===== src/hw/rtl/lcfd_pkg.sv =====
// shared types, constants and crc function for the length/crc frame deframer
package lcfd_pkg;

  localparam int          MAX_PAYLOAD  = 32;
  localparam logic [15:0] CRC_INIT = 16'hFFFF;
  localparam logic [15:0] CRC_POLY = 16'h1021;
  localparam logic [15:0] CRC_MSB  = 16'h8000;
  localparam logic [7:0]  MARKER_RESET = 8'h7E;

  typedef enum logic [4:0] {
    ST_HUNT  = 5'b00001,
    ST_LEN   = 5'b00010,
    ST_DATA  = 5'b00100,
    ST_CRC   = 5'b01000,
    ST_DRAIN = 5'b10000
  } state_t;

  // crc-16 ccitt-false, one byte, msb first
  function automatic logic [15:0] crc_feed(input logic [15:0] crc, input logic [7:0] b);
    logic [15:0] c;
    c = crc ^ {b, 8'h00};
    for (int i = 0; i < 8; i++) begin
      if ((c & CRC_MSB) != 16'h0000) begin
        c = {c[14:0], 1'b0} ^ CRC_POLY;
      end else begin
        c = {c[14:0], 1'b0};
      end
    end
    return c;
  endfunction

endpackage


===== src/hw/rtl/lcfd_ram.sv =====
// generic single-write, single-read ram with registered read data
module lcfd_ram #(
  parameter int WIDTH = 8,
  parameter int DEPTH = 32
) (
  input  logic                                  clk,
  input  logic                                  we,
  input  logic [(DEPTH > 1 ? $clog2(DEPTH) : 1)-1:0] waddr,
  input  logic [WIDTH-1:0]                      wdata,
  input  logic                                  re,
  input  logic [(DEPTH > 1 ? $clog2(DEPTH) : 1)-1:0] raddr,
  output logic [WIDTH-1:0]                      rdata
);

  logic [WIDTH-1:0] mem [DEPTH];
  logic [WIDTH-1:0] rdata_r;

  always_ff @(posedge clk) begin
    if (we) begin
      mem[waddr] <= wdata;
    end
    if (re) begin
      rdata_r <= mem[raddr];
    end
  end

  assign rdata = rdata_r;

endmodule


===== src/hw/rtl/length_crc_frame_deframer_unit.sv =====
// length-prefixed frame deframer with crc-16 ccitt-false check and payload buffer
// input: one byte per cycle in hunt, length, payload and crc phases; no input during drain
// first result: after the crc low byte the block enters drain, reads the ram and registers the byte at the output
// drain: one result per cycle from the payload ram (one read port, registered read) while out_ready
//   is high; a good frame holds off input until all of its bytes have been read from the ram
// reset: synchronous, active low; control state cleared, start marker back to 0x7E,
//   payload ram not cleared (entries are read only after being written)
module length_crc_frame_deframer_unit (
  input  logic       clk,
  input  logic       rst_n,
  input  logic       cfg_wr_en,
  input  logic [7:0] cfg_wr_data,
  input  logic       in_valid,
  output logic       in_ready,
  input  logic [7:0] in_rx_byte,
  output logic       out_valid,
  input  logic       out_ready,
  output logic [7:0] out_payload_byte,
  output logic [4:0] out_byte_index,
  output logic [5:0] out_frame_length,
  output logic       out_last
);

  localparam int CW = $clog2(lcfd_pkg::MAX_PAYLOAD + 1);
  localparam int AW = (lcfd_pkg::MAX_PAYLOAD > 1) ? $clog2(lcfd_pkg::MAX_PAYLOAD) : 1;

  lcfd_pkg::state_t state_r, state_nxt;
  logic [7:0]    marker_r;
  logic [15:0]   crc_r, crc_nxt, crc_in;
  logic [CW-1:0] cnt_r, cnt_nxt, cnt_inc;
  logic [CW-1:0] len_r, len_nxt;
  logic [7:0]    crc_hi_r, crc_hi_nxt;
  logic          crc_cnt_r, crc_cnt_nxt;
  logic [CW-1:0] rd_cnt_r, rd_cnt_nxt, rd_cnt_inc;

  logic          pend_r, pend_nxt;
  logic [CW-1:0] pend_idx_r;
  logic [CW-1:0] pend_len_r;
  logic          pend_last_r;

  logic          out_valid_r, out_valid_nxt;
  logic [7:0]    out_byte_r;
  logic [CW-1:0] out_idx_r;
  logic [CW-1:0] out_len_r;
  logic          out_last_r;

  logic          in_acc;
  logic          ram_we;
  logic [7:0]    ram_rdata;
  logic          issue;
  logic          load;
  logic          len_ok;

  assign in_ready = (state_r != lcfd_pkg::ST_DRAIN);
  assign in_acc   = in_valid && in_ready;
  assign crc_in   = lcfd_pkg::crc_feed(
                      (state_r == lcfd_pkg::ST_HUNT) ? lcfd_pkg::CRC_INIT : crc_r, in_rx_byte);
  assign cnt_inc    = cnt_r + CW'(1);
  assign rd_cnt_inc = rd_cnt_r + CW'(1);
  assign len_ok     = (in_rx_byte != 8'd0) && (in_rx_byte <= 8'(lcfd_pkg::MAX_PAYLOAD));

  // ram output stays put until the next read, so it doubles as a skid slot
  assign load  = pend_r && (!out_valid_r || out_ready);
  assign issue = (state_r == lcfd_pkg::ST_DRAIN) && (!pend_r || load);
  assign ram_we = in_acc && (state_r == lcfd_pkg::ST_DATA);

  lcfd_ram #(
    .WIDTH (8),
    .DEPTH (lcfd_pkg::MAX_PAYLOAD)
  ) u_ram (
    .clk   (clk),
    .we    (ram_we),
    .waddr (cnt_r[AW-1:0]),
    .wdata (in_rx_byte),
    .re    (issue),
    .raddr (rd_cnt_r[AW-1:0]),
    .rdata (ram_rdata)
  );

  always_comb begin
    state_nxt   = state_r;
    crc_nxt     = crc_r;
    cnt_nxt     = cnt_r;
    len_nxt     = len_r;
    crc_hi_nxt  = crc_hi_r;
    crc_cnt_nxt = crc_cnt_r;
    rd_cnt_nxt  = rd_cnt_r;
    case (state_r)
      lcfd_pkg::ST_HUNT: begin
        if (in_acc && (in_rx_byte == marker_r)) begin
          crc_nxt     = crc_in;
          cnt_nxt     = '0;
          len_nxt     = '0;
          crc_cnt_nxt = 1'b0;
          crc_hi_nxt  = 8'd0;
          state_nxt   = lcfd_pkg::ST_LEN;
        end
      end
      lcfd_pkg::ST_LEN: begin
        if (in_acc) begin
          if (len_ok) begin
            len_nxt   = in_rx_byte[CW-1:0];
            cnt_nxt   = '0;
            crc_nxt   = crc_in;
            state_nxt = lcfd_pkg::ST_DATA;
          end else begin
            state_nxt = lcfd_pkg::ST_HUNT;
          end
        end
      end
      lcfd_pkg::ST_DATA: begin
        if (in_acc) begin
          cnt_nxt = cnt_inc;
          crc_nxt = crc_in;
          if (cnt_inc >= len_r) begin
            crc_cnt_nxt = 1'b0;
            crc_hi_nxt  = 8'd0;
            state_nxt   = lcfd_pkg::ST_CRC;
          end
        end
      end
      lcfd_pkg::ST_CRC: begin
        if (in_acc) begin
          if (!crc_cnt_r) begin
            crc_hi_nxt  = in_rx_byte;
            crc_cnt_nxt = 1'b1;
          end else begin
            crc_cnt_nxt = 1'b0;
            rd_cnt_nxt  = '0;
            if ({crc_hi_r, in_rx_byte} == crc_r) begin
              state_nxt = lcfd_pkg::ST_DRAIN;
            end else begin
              state_nxt = lcfd_pkg::ST_HUNT;
            end
          end
        end
      end
      lcfd_pkg::ST_DRAIN: begin
        if (issue) begin
          rd_cnt_nxt = rd_cnt_inc;
          if (rd_cnt_inc == len_r) begin
            state_nxt = lcfd_pkg::ST_HUNT;
          end
        end
      end
      default: begin
        state_nxt = lcfd_pkg::ST_HUNT;
      end
    endcase
  end

  assign pend_nxt      = issue ? 1'b1 : (load ? 1'b0 : pend_r);
  assign out_valid_nxt = load ? 1'b1 : (out_ready ? 1'b0 : out_valid_r);

  always_ff @(posedge clk) begin
    if (!rst_n) begin
      state_r     <= lcfd_pkg::ST_HUNT;
      marker_r    <= lcfd_pkg::MARKER_RESET;
      crc_r       <= lcfd_pkg::CRC_INIT;
      cnt_r       <= '0;
      len_r       <= '0;
      crc_hi_r    <= 8'd0;
      crc_cnt_r   <= 1'b0;
      rd_cnt_r    <= '0;
      pend_r      <= 1'b0;
      out_valid_r <= 1'b0;
    end else begin
      state_r     <= state_nxt;
      crc_r       <= crc_nxt;
      cnt_r       <= cnt_nxt;
      len_r       <= len_nxt;
      crc_hi_r    <= crc_hi_nxt;
      crc_cnt_r   <= crc_cnt_nxt;
      rd_cnt_r    <= rd_cnt_nxt;
      pend_r      <= pend_nxt;
      out_valid_r <= out_valid_nxt;
      if (cfg_wr_en) begin
        marker_r <= cfg_wr_data;
      end
    end
  end

  // result sideband travels with the read it belongs to
  always_ff @(posedge clk) begin
    if (issue) begin
      pend_idx_r  <= rd_cnt_r;
      pend_len_r  <= len_r;
      pend_last_r <= (rd_cnt_inc == len_r);
    end
    if (load) begin
      out_byte_r <= ram_rdata;
      out_idx_r  <= pend_idx_r;
      out_len_r  <= pend_len_r;
      out_last_r <= pend_last_r;
    end
  end

  assign out_valid        = out_valid_r;
  assign out_payload_byte = out_byte_r;
  assign out_byte_index   = 5'(out_idx_r);
  assign out_frame_length = 6'(out_len_r);
  assign out_last         = out_last_r;

endmodule


===== config.mk =====
export PLATFORM = sky130hd
export DESIGN_NAME = length_crc_frame_deframer_unit
export DESIGN_NICKNAME = d
export VERILOG_FILES = /design/src/hw/rtl/lcfd_pkg.sv /design/src/hw/rtl/lcfd_ram.sv /design/src/hw/rtl/length_crc_frame_deframer_unit.sv
export SDC_FILE = /design/constraint.sdc
export NUM_CORES = 1
export LEC_CHECK = 0
export ABC_CLOCK_PERIOD_IN_PS = 3400
export BUFFER_PORTS_ARGS = -buffer_cell sky130_fd_sc_hd__buf_2
export CAP_MARGIN = 0
export CORE_MARGIN = 2
export CORE_UTILIZATION = 62
export DETAILED_ROUTE_END_ITERATION = 10
export PLACE_DENSITY = 0.91
export SLEW_MARGIN = 10
export SYNTH_ARGS = -nofsm -noshare
export SYNTH_HDL_FRONTEND = slang
export SYNTH_HIERARCHICAL = 1
export SYNTH_SLANG_ARGS = --single-unit

===== constraint.sdc =====
create_clock -name clk -period 3.4 [get_ports clk]
set_clock_uncertainty 0.15 [all_clocks]
set_input_delay 0.51 -clock clk [delete_from_list [all_inputs] [get_ports clk]]
set_output_delay 0.51 -clock clk [all_outputs]
set_load 0.01 [all_outputs]

==> key figures, run 1 <==
Layout
  • Most frequent standard cell in the layout excluding fill and tap cells: sky130_fd_sc_hd__edfxtp_1
  • Footprint of the multi-input gates: 4079 sq um
  • Filler cells: around 1200
  • Most frequent cells in the layout: 296 x sky130_fd_sc_hd__edfxtp_1, 80 x sky130_fd_sc_hd__mux4_2, 63 x sky130_fd_sc_hd__nor2_1, 56 x sky130_fd_sc_hd__dfxtp_1, 50 x sky130_fd_sc_hd__buf_4
  • Final net count: 951
  • Area occupied by registers: 10050 sq um
  • Post-layout instance area: 16330 sq um
  • Fraction of final layout cells sized beyond drive strength 1: 26.05%
  • Layout Area Growth over Synthesis: 13.08%

Status
  • Outcome: completed

Placement
  • Cell area after placement: 15220 sq um
  • Gpl congestion: 0.9346
  • IO Port Bufs: 42
  • Detailed Place HPWL: 22710 microns

Detailed routing
  • WL/cell: 31.43 microns
  • Overall via count from detail_route: 8819
  • Total DRC errors in the routed layout: 0
  • Iteration-0 DRC Markers: around 1800
  • Routed Wire Length: 39670 microns
  • Antenna-violating nets left: 0
  • Number of optimization iterations in the first detailed-route pass: 6
  • Vias per Instance: ~7.0

Timing
  • Worst slew pin tran: 1120 ps
  • Final max-slew violation count: 0
  • Setup violation total in the final timing report: 0
  • Max Fclk: about 320 MHz
  • Worst slew margin: between 20% and 30%
  • RSZ-0062 raised after global routing: no
  • Total Negative Setup Slacks: 0 ps
  • Share of the clock period used by the worst path: 92.34%
  • Number of hold-slack violations in the final timing report: 0
  • Clock period minus worst slack: 3140 ps

CTS
  • Post-CTS Resized: 0
  • Post-CTS Hold Buffers: 0
  • Number of clock buffers inserted by TritonCTS: 34
  • Register clock-pin slew on the reported worst setup and hold paths: 60 ps
  • Number of setup buffers added after CTS: 0
  • Clock tree root driver cell: sky130_fd_sc_hd__clkbuf_16
  • H-tree levels: 2
  • CTS tree: done
  • Count of clock tree sinks: 354
  • Clock network latency to the later pin of the worst-skew pair: between 500 and 600 ps
  • Deepest clock path buffer count: 3

Power and ir drop
  • Standby leakage power: ~5.3 nW
  • Pwr Density: roughly 540 nW/um^2
  • Largest vdd supply drop: 426.2 uV
  • Power consumption: ~9 mW

Setup path
  • Maximum cell stage delay along the critical path: 690 ps
  • Crit path capture type: flop
  • Gate family responsible for the most delay along the worst path: simple AND/OR/NAND/NOR gates
  • Critical path startpoint category: flop
  • Crit-path slowest cell: sky130_fd_sc_hd__nor2_1
  • List of cells traversed by the critical path: nor2_1 -> a31o_2 -> nor2_1 -> or3b_2 -> nor2_1
  • Critical path arrival: 3140 ps
  • Setup slack on the worst flop-to-flop path: roughly 260 ps
  • Number of buffer and inverter instances along the worst setup path: 0
  • Most frequent cell on the critical path: sky130_fd_sc_hd__nor2_1
  • Levels on crit path: 5
  • WS Path Type: flop to flop
  • R2r worst-path depth: 5
  • WP data required: 3400 ps
  • Crit path max fanout: 9

Floorplan
  • Width of the die: 156.6 microns
  • Vert. Die Dim: 156.6 microns
  • Boundary pin count: 43
  • Die Area: 24530 sq um
  • Initial Utilization: 63.41%
  • Area inside the core boundary: 22780 sq um
  • Row count: 55

Synth
  • Per-instance average area after synthesis: 17.26 sq um
  • Synthesized Nets: approximately 870
  • Post-synthesis instance area: 14440 sq um
  • Sequential cell area fraction in the yosys report: 69.58%
  • Most common flop cell mapped by yosys: sky130_fd_sc_hd__edfxtp_1
  • Flip-flop and latch count after synthesis: approximately 350
  • Ys async rst share: 0%
  • Gate count of the mapped netlist: 837
  • Number of synthesis warnings: 6
  • Number of synthesized flops with an enable pin: 296
  • Unique masters post-synth: 54

Global route
  • Vias in the first global route: 8741
  • All-Layer GR Usage: between 30% and 40%
  • Total global routing overflow: 0
  • Largest net degree at the start of global routing: between 50 and 60
  • Number of antenna violations at the first check in global routing: 2
  • First-pass GRT wire length: 58750 microns

Run
  • Maximum capacitance violations: 0

Worst hold path
  • HP Class: input pin to flop
  • Hold Path Cell Cnt: 3
## metal layers
metal	track usage, %	part of all wire [%]	up-vias
li1	-	-	3460
met1	42.83	34	4402
met2	56.91	50	772
met3	5.871	9.9	185
met4	17.21	6.4	0
met5	0	0	-
## report_power, final
| part | switching (mW) | internal, mW | leakage [nW] |
|---|---|---|---|
| logic | 0.137 | 0.0531 | 1.61 |
| clock network | 1.65 | 2.20 | 0.540 |
| registers | 0.00973 | 4.69 | 3.14 |
| total | 1.80 | 6.94 | 5.30 |
## cell usage after synthesis (all sizes together), types with 7 or more instances
master    n  area, sq um
a21oi    30        150.1
a32o      8        80.08
buf      30        212.7
clkbuf   16        60.06
dfxtp    58         1161
edfxtp  296         8889
ha        8        100.1
inv      11        41.29
mux2      8        90.09
mux2i     9        90.09
mux4     80         1802
nand2    33        123.9
nand3    19        95.09
nand3b    7        52.55
nor2     64        242.7
nor2b     7        43.79
nor3     11        55.05
nor4      8        80.08
o211ai   11        82.58
o21ai    14        70.07
xnor2    33        289.0
xor2     31        271.5
## through the flow
step | worst slack (ps) | instances | util [%] | hold slack (ps)
floorplan | 725.6 | 837 | - | 250.3
global placement | 577.6 | 1199 | 66.80 | 250.9
detailed placement | 399.5 | 1199 | 66.80 | 255.4
CTS | 323.2 | 1261 | 71.69 | 50.67
global route | 136.1 | 1261 | 71.69 | 64.90
finish | 260.5 | 1262 | 71.71 | 58.59
## state kept, by name (all words and copies together), names as in the netlist
signal            cells
crc_hi_r              8
marker_r              8
out_last              1
pend_len_r            6
crc_r                16
out_idx_r             5
out_frame_length      6
len_r                 6
crc_cnt_r             1
pend_idx_r            5
out_valid             1
pend_last_r           1
pend_r                1
state_r               5
rd_cnt_r              6
u_ram/mem           256
u_ram/rdata           8
cnt_r                 6
out_payload_byte      8
## cell type report
type                       count  share of cell area (%)
sequential                   354                   61.56
multi-input combinational    425                   24.97
clock buffer                  44                   5.500
inverter                      12                  0.2758
timing repair buffer          95                   3.953
clock inverter                18                   1.325
tap                          313                   2.398
antenna                        1                 0.01532
## worst paths after layout
check / from / to
setup / recovery: state_r[3] / u_ram/mem[16][4]
hold / removal: cfg_wr_data[4] / marker_r[4]
setup reg to reg: state_r[3] / u_ram/mem[16][4]
hold reg to reg: pend_idx_r[0] / out_idx_r[0]
## cell families after synthesis
group	after synthesis	share of synthesized area [%]
AOI/OAI and AO/OA	85	3.968
xor gates and xnor gates	64	3.881
adders and majority gates	8	0.6930
buffers and inverters	58	2.200
DFF	354	69.58
muxes	97	13.72
and+or+nand+nor	171	5.960
## worst reg2reg max path, delay by kind of cell, from the launching register on
family,cells,cell delay [ps]
and+or+nand+nor,4,1810
AOI/OAI and AO/OA,1,330
DFF,1,480
Note: power is estimated with default switching activity, not from simulation.
==> run 2, diff against run 1 <==
CORE_UTILIZATION = 55   (was 62)
PLACE_DENSITY = 0.84   (was 0.91)
==> run 2 against run 1 <==
  * First-iteration DRC count down 36%
  * Design area hardly changed
  * Flip-flop and latch count unchanged
  * Maximum frequency is 3.5% higher
  * Sequential power barely moved
  * Clock power decreased by 4%
  * Largest power group unchanged
==> key figures, run 2 (synthesized netlist as in run 1, its figures left out) <==
Placement
  • Gpl congestion: 0.9232
  • IO Port Bufs: between 40 and 50
  • Detailed Place HPWL: ~20000 microns
  • Cell area after placement: 15250 sq um

CTS
  • Clock network latency to the later pin of the worst-skew pair: 510 ps
  • Clock tree root driver cell: sky130_fd_sc_hd__clkbuf_16
  • Number of clock buffers inserted by TritonCTS: 34
  • CTS tree: done
  • Count of clock tree sinks: around 350
  • Deepest clock path buffer count: 3
  • Post-CTS Hold Buffers: 0
  • Post-CTS Resized: 0
  • Register clock-pin slew on the reported worst setup and hold paths: roughly 60 ps
  • Number of setup buffers added after CTS: 0
  • H-tree levels: 2

Detailed routing
  • Total DRC errors in the routed layout: 0
  • Antenna-violating nets left: 0
  • Number of optimization iterations in the first detailed-route pass: 5
  • Vias per Instance: 6.221
  • Iteration-0 DRC Markers: 1139
  • Overall via count from detail_route: 8000
  • Routed Wire Length: 32220 microns
  • WL/cell: 25.06 microns

Timing
  • Number of hold-slack violations in the final timing report: 0
  • Share of the clock period used by the worst path: 89.21%
  • Worst slew pin tran: around 1000 ps
  • Clock period minus worst slack: 3033 ps
  • Final max-slew violation count: 0
  • Worst slew margin: 32.50%
  • RSZ-0062 raised after global routing: no
  • Max Fclk: around 330 MHz
  • Total Negative Setup Slacks: 0 ps
  • Setup violation total in the final timing report: 0

Status
  • Outcome: completed

Setup path
  • WP data required: 3390 ps
  • Gate family responsible for the most delay along the worst path: simple AND/OR/NAND/NOR gates
  • R2r worst-path depth: 5
  • Worst reg2reg endpoint: u_ram/mem[16][1]
  • Most frequent cell on the critical path: sky130_fd_sc_hd__nor2_1
  • Crit-path slowest cell: sky130_fd_sc_hd__nor2_1
  • Crit path max fanout: 8
  • Maximum cell stage delay along the critical path: 630 ps
  • Critical path startpoint category: flop
  • Setup slack on the worst flop-to-flop path: 370 ps
  • WS Path Type: flop to flop
  • Crit path capture type: flop
  • Critical path arrival: 3020 ps
  • List of cells traversed by the critical path: nor2b_1 -> nand2_1 -> nor2_1 -> or3b_2 -> nor2_1
  • Number of buffer and inverter instances along the worst setup path: 0
  • Start of the worst register-to-register path: state_r[2]

Layout
  • Post-layout instance area: 16350 sq um
  • Registers with the most flip-flops: u_ram/mem (256), crc_r (16)
  • Most frequent cells in the layout: 296 x sky130_fd_sc_hd__edfxtp_1, 80 x sky130_fd_sc_hd__mux4_2, 63 x sky130_fd_sc_hd__nor2_1, 56 x sky130_fd_sc_hd__dfxtp_1, 54 x sky130_fd_sc_hd__buf_4
  • Final antenna diode count: 0
  • Largest register FFs: around 260
  • Most frequent standard cell in the layout excluding fill and tap cells: sky130_fd_sc_hd__edfxtp_1
  • Register bank with the most flops: u_ram/mem
  • Final net count: 954
  • Layout Area Growth over Synthesis: 13.19%
  • Fraction of final layout cells sized beyond drive strength 1: about a quarter
  • Filler cells: 1702

Floorplan
  • Row count: 59
  • Width of the die: approximately 170 microns
  • Initial Utilization: between 50 and 60%
  • Die Area: between 20000 and 30000 sq um
  • Boundary pin count: between 40 and 50
  • Vert. Die Dim: 166.1 microns
  • Area inside the core boundary: 25910 sq um

Global route
  • First-pass GRT wire length: just under 50000 microns
  • All-Layer GR Usage: 23.80%
  • Vias in the first global route: 8169
  • Largest net degree at the start of global routing: 66
  • Total global routing overflow: 0
  • Number of antenna violations at the first check in global routing: 0

Power and ir drop
  • Pwr Density: 525.6 nW/um^2
  • Standby leakage power: 5.309 nW
  • Largest vdd supply drop: 611.6 uV

Worst hold path
  • Startpoint of the tightest hold check path: cfg_wr_data[3]
  • HP Class: input pin to flop
  • Hold Path Cell Cnt: 3
  • Hold path endpoint: marker_r[3]

Run
  • Maximum capacitance violations: 0
-- run 2: changes by cell type in the layout (fill, tap and decap cells not counted), moves of 2 or more --
cell,before,now
sky130_fd_sc_hd__buf_4,50,54
sky130_fd_sc_hd__clkinv_1,4,7
sky130_fd_sc_hd__clkinv_2,5,8
sky130_fd_sc_hd__clkbuf_1,9,7
sky130_fd_sc_hd__clkinvlp_4,2,0
sky130_fd_sc_hd__inv_6,2,0
-- run 2: layer usage --
layer  GRT usage [%]  part of all wire (%)  vias to the layer above  wire, microns
met3           4.409                   7.5                       78           2406
met2           40.47                    51                      398          16420
met1           30.78                    38                     4068          12180
met4           9.112                   3.8                        0           1212
met5               0                     0                        -              0
li1                -                     -                     3456              -
-- run 2: layout make-up --
type | count | area (sq um) | area share [%]
multi-input cells | 425 | 4079 | 24.95
repair buffers | 98 | 655.6 | 4.010
clock buffers | 42 | 902.1 | 5.518
well taps | 335 | 419.2 | 2.564
inverters | 12 | 45.04 | 0.2755
flip-flops and latches | 354 | 10050 | 61.50
clock inverters | 20 | 193.9 | 1.186
-- run 2: how the worst max path moves through the flow --
stage,startpoint,cells after the start,end
after floorplan,state_r[3],8,u_ram/mem[0][0]
after CTS,state_r[2],5,u_ram/mem[16][1]
after detailed placement,in_valid,6,u_ram/mem[16][2]
after global placement,in_rx_byte[6],7,len_r[0]
after global routing,state_r[2],5,u_ram/mem[16][1]
final,state_r[2],5,u_ram/mem[16][1]
-- run 2: metrics by stage --
stage	setup slack, ps	power, mW	cells	utilization, %	hold slack [ps]
global route	269.3	8.829	1286	63.10	76.21
finish	366.8	8.593	1286	63.10	71.58
floorplan	725.6	4.887	837	-	250.3
global placement	473.6	4.978	1224	58.87	252.8
CTS	438.2	8.638	1286	63.10	62.06
detailed placement	430.5	4.985	1224	58.87	254.5
-- run 2: worst register-to-register path, cell delays in order (launching register included) --
cell                      delay [ps]
sky130_fd_sc_hd__dfxtp_1         460
sky130_fd_sc_hd__nor2b_1         300
sky130_fd_sc_hd__nand2_1         170
sky130_fd_sc_hd__nor2_1          350
sky130_fd_sc_hd__or3b_2          620
sky130_fd_sc_hd__nor2_1          630
-- run 2: where the power goes --
group	switching [mW]	internal, mW	total, mW
combinational	0.135	0.0538	0.189
sequential	0.0127	4.69	4.70
clock	1.57	2.13	3.70
total	1.72	6.88	8.59
